## config.mk

```make
export PLATFORM = sky130hd
export DESIGN_NAME = nns_coord_map
export DESIGN_NICKNAME = d
export VERILOG_FILES = /design/src/hdl/nns_pkg.sv /design/src/hdl/nns_coord_map.sv
export SDC_FILE = /design/constraint.sdc
export NUM_CORES = 1
export LEC_CHECK = 0
export BUFFER_PORTS_ARGS = -buffer_cell sky130_fd_sc_hd__buf_2
export CAP_MARGIN = 20
export CORE_ASPECT_RATIO = 1.25
export CORE_MARGIN = 2
export CORE_UTILIZATION = 42
export CTS_CLUSTER_SIZE = 25
export DETAILED_ROUTE_END_ITERATION = 10
export PLACE_DENSITY = 0.68
export SYNTH_ARGS = -nofsm -noshare
export SYNTH_HDL_FRONTEND = slang
export SYNTH_SLANG_ARGS = --single-unit
```

## constraint.sdc

```tcl
create_clock -name clk -period 8.5 [get_ports clk]
set_input_delay 2.125 -clock clk [delete_from_list [all_inputs] [get_ports clk]]
set_output_delay 2.125 -clock clk [all_outputs]
set_load 0.01 [all_outputs]
```

## src/hdl/nns_pkg.sv

```systemverilog
package nns_pkg;

  // default source frame geometry
  localparam int DEF_ROW_PIXELS = 512;
  localparam int DEF_ROWS       = 512;

  // field and register widths
  localparam int POS_W    = 12;
  localparam int STEP_W   = 25;
  localparam int SIZE_W   = 10;
  localparam int PIXEL_W  = 32;
  localparam int RGB_W    = 24;
  localparam int PROD_W   = POS_W + STEP_W;
  localparam int FRAC_W   = 16;
  localparam int IDX_RAW_W = PROD_W - FRAC_W;
  localparam int CFG_IDX_W  = 3;
  localparam int CFG_DATA_W = STEP_W;
  localparam int S_DATA_W   = 56;

  // register reset values
  localparam logic [SIZE_W-1:0] RST_SRC_WIDTH  = SIZE_W'(256);
  localparam logic [SIZE_W-1:0] RST_SRC_HEIGHT = SIZE_W'(240);
  localparam logic [STEP_W-1:0] RST_STEP       = STEP_W'(65536);

  // register indexes
  typedef enum logic [CFG_IDX_W-1:0] {
    REG_SRC_WIDTH  = 3'd0,
    REG_SRC_HEIGHT = 3'd1,
    REG_X_STEP     = 3'd2,
    REG_Y_STEP     = 3'd3,
    REG_OUT_FORMAT = 3'd4
  } cfg_reg_t;

  // output pixel formats
  typedef enum logic {
    FMT_RGBA8888 = 1'b0,
    FMT_RGB565   = 1'b1
  } out_format_t;

  // item kinds carried on tuser
  typedef enum logic {
    OP_WRITE = 1'b0,
    OP_FETCH = 1'b1
  } op_t;

endpackage

```

## src/hdl/nns_coord_map.sv

```systemverilog
module nns_coord_map #(
  parameter int LIMIT = nns_pkg::DEF_ROW_PIXELS,
  parameter int IDX_W = $clog2(LIMIT)
) (
  input  logic                        clk,
  input  logic                        en,
  input  logic [nns_pkg::POS_W-1:0]   pos,
  input  logic [nns_pkg::STEP_W-1:0]  step,
  input  logic [nns_pkg::SIZE_W-1:0]  size,
  output logic [IDX_W-1:0]            idx
);
  import nns_pkg::*;

  logic [PROD_W-1:0]    prod;
  logic [IDX_RAW_W-1:0] raw;
  logic [IDX_RAW_W-1:0] size_ext;
  logic [IDX_RAW_W-1:0] lim_ext;
  logic [IDX_RAW_W-1:0] eff;
  logic [IDX_RAW_W-1:0] clamped;

  // stage a: scaled position in q21.16
  always_ff @(posedge clk) begin
    if (en) begin
      prod <= PROD_W'(pos) * PROD_W'(step);
    end
  end

  // effective size: zero acts as one, capped at the store limit
  assign size_ext = IDX_RAW_W'(size);
  assign lim_ext  = IDX_RAW_W'(LIMIT);
  always_comb begin
    if (size == '0) begin
      eff = IDX_RAW_W'(1);
    end else if (size_ext > lim_ext) begin
      eff = lim_ext;
    end else begin
      eff = size_ext;
    end
  end

  // stage b: drop the fraction and saturate to the last pixel
  assign raw     = prod[PROD_W-1:FRAC_W];
  assign clamped = (raw >= eff) ? (eff - IDX_RAW_W'(1)) : raw;

  always_ff @(posedge clk) begin
    if (en) begin
      idx <= clamped[IDX_W-1:0];
    end
  end

endmodule

```

== Word-level counts from Yosys, hierarchy flattened ==
Cells that the tools add are included.

* Output and inout port bits: 9
* Bits in registers: 46
* Logic and storage cells: 10
* Input port bits: 49

* Multiply operators: 1
* Magnitude comparators: 2
* Add/sub/neg operators: 1
* Reduce and logical (&&, ||, !) cells: 1
* Muxes and demuxes: 3

{| class="wikitable"
|+ Operators with widths
! cell !! count
|-
| multiplier 12 x 25 -> 37 bit || 1
|-
| greater-or-equal comparator 21 x 10 -> 1 bit || 1
|-
| 2-to-1 mux 10 bit || 2
|-
| greater-than comparator 10 bit, second input constant || 1
|-
| logical NOT 10 bit || 1
|-
| 2-to-1 mux 9 bit || 1
|-
| subtractor 9 x 1 -> 9 bit, second input constant || 1
|}

== Depth between registers and ports, before layout ==
* Depth after elaboration: 5
* Mapped depth: 22
* Gate-level depth less buffers: 19

== Worst setup path before layout ==
Ideal clock, no wire load.

* Path type: in2reg
* From: input pos[5] (netlist bit)
* To: register prod[34], data pin
* Required time: 8237 ps
* Library setup time: 263 ps
* Path slack: 1284 ps
* Arrival: 6953 ps
* Buffers on the path: 2
* Cell stages on the path: 17
* Cells stage by stage: clkbuf_1 > clkbuf_1 > nand2_1 > fa_1 > fa_1 > fa_1 > inv_1 > fa_1 > fa_1 > ha_1 > nand4_1 > nor4bb_1 > nor3b_1 > o41a_1 > o21ai_0 > a311oi_1 > xnor2_1

* Cells in the longest elaborated chain, start to end: 1

{| class="wikitable"
|+ Ends and longest elaborated chain
! what !! RTL line !! RTL
|-
| start: declaration || nns_coord_map.sv:7 || <nowiki>input logic [nns_pkg::POS_W-1:0] pos,</nowiki>
|-
| multiplier 12 x 25 -> 37 bit || nns_coord_map.sv:24 || <nowiki>prod <= PROD_W'(pos) * PROD_W'(step);</nowiki>
|-
| end signal: assignment || nns_coord_map.sv:24 ||
|-
| end: declaration || nns_coord_map.sv:14 || <nowiki>logic [PROD_W-1:0] prod;</nowiki>
|}

No other way between the ends.
A chain may end at the register's enable or synchronous reset.

== Final worst setup path ==
* From: input pos[6] (netlist bit)
* To: register prod[34], data pin

Same word-level chain as after synthesis.

==> Flow_metrics.wiki <==
{| class="wikitable"
! Metric !! Value
|-
| Final Critical Period || 7700 ps
|-
| Ratio of cells with drive above 1 in the final layout || under 10%
|-
| Top cells by area, synth || fa_1 43%, ha_1 9.6%, inv_1 9.4%
|-
| Result of the run || finished, final reports clean
|-
| Capturing element type of the critical path || flip-flop
|-
| Detail-routed net length per standard cell || 16.9 microns
|-
| Number of antenna violations at the first check in global routing || 0
|-
| Die outline width || 147 microns
|-
| Core Util, Final || 45.1%
|-
| CP required || 8520 ps
|-
| Number of buffers added on ports || 57
|-
| Unrepaired setup endpoints after global routing || false
|-
| Max IR drop VDD || 0.314 mV
|-
| Area leader, netlist || fa_1
|-
| Clock-pin transition on the worst setup and hold timing paths || 50 ps
|-
| Final clock period utilization by the worst path || 90.6%
|-
| Cell Pwr Density || 389 nW/um^2
|-
| Worst setup SP type || input port
|-
| Vias per inst || 5.27
|-
| Post-Syn Instances || ~1.2k
|-
| Avg Cell Area, Syn || just under 9 sq um
|-
| Effective utilization at floorplan || a little over two fifths
|-
| Final number of hold-violating endpoints || 0
|-
| Worst reg-to-reg path cell count || 8
|-
| Post-layout net count || ~1.6k
|-
| Overall fraction of global-route tracks in use || 20.8%
|-
| Area of the core region || 25100 sq um
|-
| Top cell type's share of synthesized area || about 43%
|-
| Detailed router's first-iteration violation count || 480
|-
| Register-to-Register Setup Slack || 5750 ps
|-
| Maximum number of pins on one net before global-route repair || 31
|-
| Start point of the worst min-delay path || prod[24]
|-
| Clock Sink Count || 30
|-
| # Max-Cap Violations || 0
|-
| Reg-to-Reg End || idx[5]
|-
| Count of flip-flops with a built-in enable after synthesis || 30
|-
| Total negative setup slack || 0 ps
|-
| Clk Tree Root Cell || clkbuf_16
|-
| Worst-path maximum fanout || 25
|-
| Setup Skew || 2.71 ps
|-
| Count of antenna-violating nets left after detailed routing || 0
|-
| Synthesized net count || 1577
|-
| Detailed Routing Iterations Pass 1 || 5
|-
| Overflow after GRT || 0
|-
| #FFs+latches synth || 30
|-
| Number of top-level pins || 58
|-
| Filler cells || 2443
|-
| H-tree depth reported by CTS || 2
|-
| Post-CTS Setup Bufs || 0
|-
| Critical path class || in2reg
|-
| HPWL reported at the end of detailed placement || 21500 microns
|-
| DRC || 0
|-
| DIE AREA || 26800 sq um
|-
| Total routed wirelength || 26400 microns
|-
| End point of the worst hold path || idx[8]
|-
| Proportion of register bits with asynchronous set or reset after synthesis || 0%
|-
| Clock buffers created by TritonCTS || 5
|-
| Y dimension of the die || 182 microns
|-
| Share of the yosys chip area belonging to registers || around 8.4%
|-
| Vias in the first global route || slightly above 9k
|-
| Transition at the pin with the smallest max-transition slack || 725 ps
|-
| Most instantiated flip-flop cell in the synthesis netlist || edfxtp_1
|-
| Peak clock frequency supported by timing || ~130 MHz
|-
| Via count || 8215
|-
| Number of distinct standard cells referenced by the synthesized netlist || 52
|-
| Total count of max-transition violations in the final report || 0
|-
| Path category of the worst min-delay check || reg2reg
|-
| Count of endpoints failing setup in the final report || 0
|-
| Count of warnings emitted by yosys || 0
|-
| Gpl congestion || about 0.85
|-
| Number of cells on the worst hold path || 1
|-
| Cell Area, Synth || 10700 sq um
|-
| Clock insertion delay at the later pin of the skew report || roughly 270 ps
|-
| Number of antenna repair diodes || 0
|-
| Worst slew margin relative to its limit || 51.0%
|-
| Number of buffers on the longest clock path || 2
|-
| Row cnt || 65
|-
| Layout Area Growth over Synthesis || 6.05%
|-
| Arrival @ worst endpoint || 7710 ps
|-
| Quantity of hold-fixing buffers added after cts || 0
|-
| Leak pwr || 5.79 nW
|-
| Clock tree from TritonCTS || built
|-
| First-pass GRT wire length || 44400 microns
|-
| RR Startpoint || prod[17]
|-
| Cells resized by post-CTS repair || 0
|}
worst max-delay path, stage by stage:
cell and delay, ps:
buf_2 420, nand2_1 150, fa_1 470, fa_1 490
fa_1 550, inv_1 50, fa_1 490, fa_1 420
ha_1 350, nand4_1 120, nor4bb_1 660, nor3b_1 100
o41a_1 430, o21ai_0 500, a311oi_1 210, xnor2_1 170
report_power, final:
| part | leakage, nW | internal (W) | switching (W) |
|---|---|---|---|
| registers | 0.291 | 0.000383 | 0.0000304 |
| logic | 5.43 | 0.00156 | 0.00227 |
| clock network | 0.0672 | 0.000107 | 0.0000611 |
| total | 5.79 | 0.00205 | 0.00236 |
stage by stage:
| stage | setup slack [ps] | total power [W] | instances | hold slack, ps | area, sq um |
|---|---|---|---|---|---|
| 2_1_floorplan | 1280 | 0.00333 | 1217 | 559 | 10700 |
| 3_3_place_gp | 680 | 0.00420 | 1552 | 601 | 11200 |
| 3_5_place_dp | 542 | 0.00424 | 1552 | 606 | 11200 |
| 4_1_cts | 825 | 0.00444 | 1560 | 618 | 11300 |
| 5_1_grt | 470 | 0.00498 | 1560 | 627 | 11300 |
| 6_report | 803 | 0.00441 | 1560 | 605 | 11300 |
per-layer routing:
layer | global-route usage, % | share of wire [%] | up-vias
li1 | - | - | 3710
met1 | 24.3 | 39 | 4206
met2 | 38.7 | 52 | 229
met3 | 2.48 | 4.0 | 70
met4 | 8.27 | 4.1 | 0
met5 | 0 | 0 | -
registers in the layout, indices dropped and copies added (netlist names):
signal	count
prod	21
idx	9
cells in the mapped netlist, drive strengths merged, types with 2 or more instances:
master  number
nor3b        2
inv        269
o31ai        3
a21oi       28
clkbuf      62
o21ai       22
ha          82
a31oi        5
fa         229
mux2         7
nand4        6
and4b        2
a211o        2
a41oi        3
nand2      240
edfxtp      30
o41ai        2
nor4         8
a21o        17
nand2b       2
nand3       11
xnor2       13
or3          2
a31o         2
o211ai       4
mux2i        2
a311oi       4
xor2        11
o21a         7
a211oi       6
and2        90
nor2        12
and3         8
nor3         9
nor2b        3
area by class of cell:
type / instances / area (sq um) / area share (%)
Clock buffer: 5 / 125 / 1.10
Sequential cell: 30 / 901 / 7.94
Inverter: 269 / 1010 / 8.90
Tap cell: 335 / 419 / 3.69
Timing Repair Buffer: 63 / 330 / 2.91
Multi-Input combinational cell: 855 / 8540 / 75.3
Clock inverter: 3 / 16.3 / 0.143
logic make-up (layout without fill, tap and decap cells):
kind of cell,Yosys count,in the layout,share of synthesized area [%]
simple gates,399,399,17.4
buf+inv,332,340,11.7
fa+ha+maj,311,311,52.4
compound gates,112,112,7.09
flops,30,30,8.42
xor+xnor,24,24,1.96
mux,9,9,0.924
how the worst max path moves through the flow:
stage           start  endpoint  slack, ps  cells past startpoint
3_5_place_dp   pos[3]  prod[36]        540                     16
5_1_grt        pos[3]  prod[34]        470                     18
3_3_place_gp   pos[3]  prod[34]        680                     16
4_1_cts        pos[3]  prod[34]        820                     16
2_1_floorplan  pos[5]  prod[34]       1280                     17
6_report       pos[6]  prod[34]        800                     16
layout by cell type (no fill, tap or decap), types with 2 or more instances in the layout:
| master | netlist | final |
|---|---|---|
| o211ai_1 | 4 | 4 |
| and3_1 | 8 | 8 |
| buf_4 | 0 | 6 |
| nor4_1 | 8 | 8 |
| o31ai_1 | 3 | 3 |
| a211o_1 | 2 | 2 |
| inv_1 | 269 | 269 |
| a211oi_1 | 6 | 6 |
| a21oi_1 | 27 | 27 |
| a41oi_1 | 3 | 3 |
| fa_1 | 229 | 229 |
| edfxtp_1 | 30 | 30 |
| and2_1 | 90 | 90 |
| clkbuf_16 | 0 | 5 |
| mux2_2 | 7 | 7 |
| nand2_1 | 240 | 240 |
| nand3_1 | 11 | 11 |
| xnor2_1 | 13 | 13 |
| o21a_1 | 7 | 7 |
| nand4_1 | 6 | 6 |
| a311oi_1 | 4 | 4 |
| nor2b_1 | 3 | 3 |
| a21o_1 | 17 | 17 |
| nand2b_1 | 2 | 2 |
| and4b_1 | 2 | 2 |
| mux2i_1 | 2 | 2 |
| nor2_1 | 12 | 12 |
| nor3_1 | 9 | 9 |
| buf_2 | 0 | 57 |
| a31oi_1 | 5 | 5 |
| nor3b_1 | 2 | 2 |
| ha_1 | 82 | 82 |
| o21ai_0 | 21 | 21 |
| xor2_1 | 11 | 11 |
Note: power is estimated with default switching activity, not from simulation.
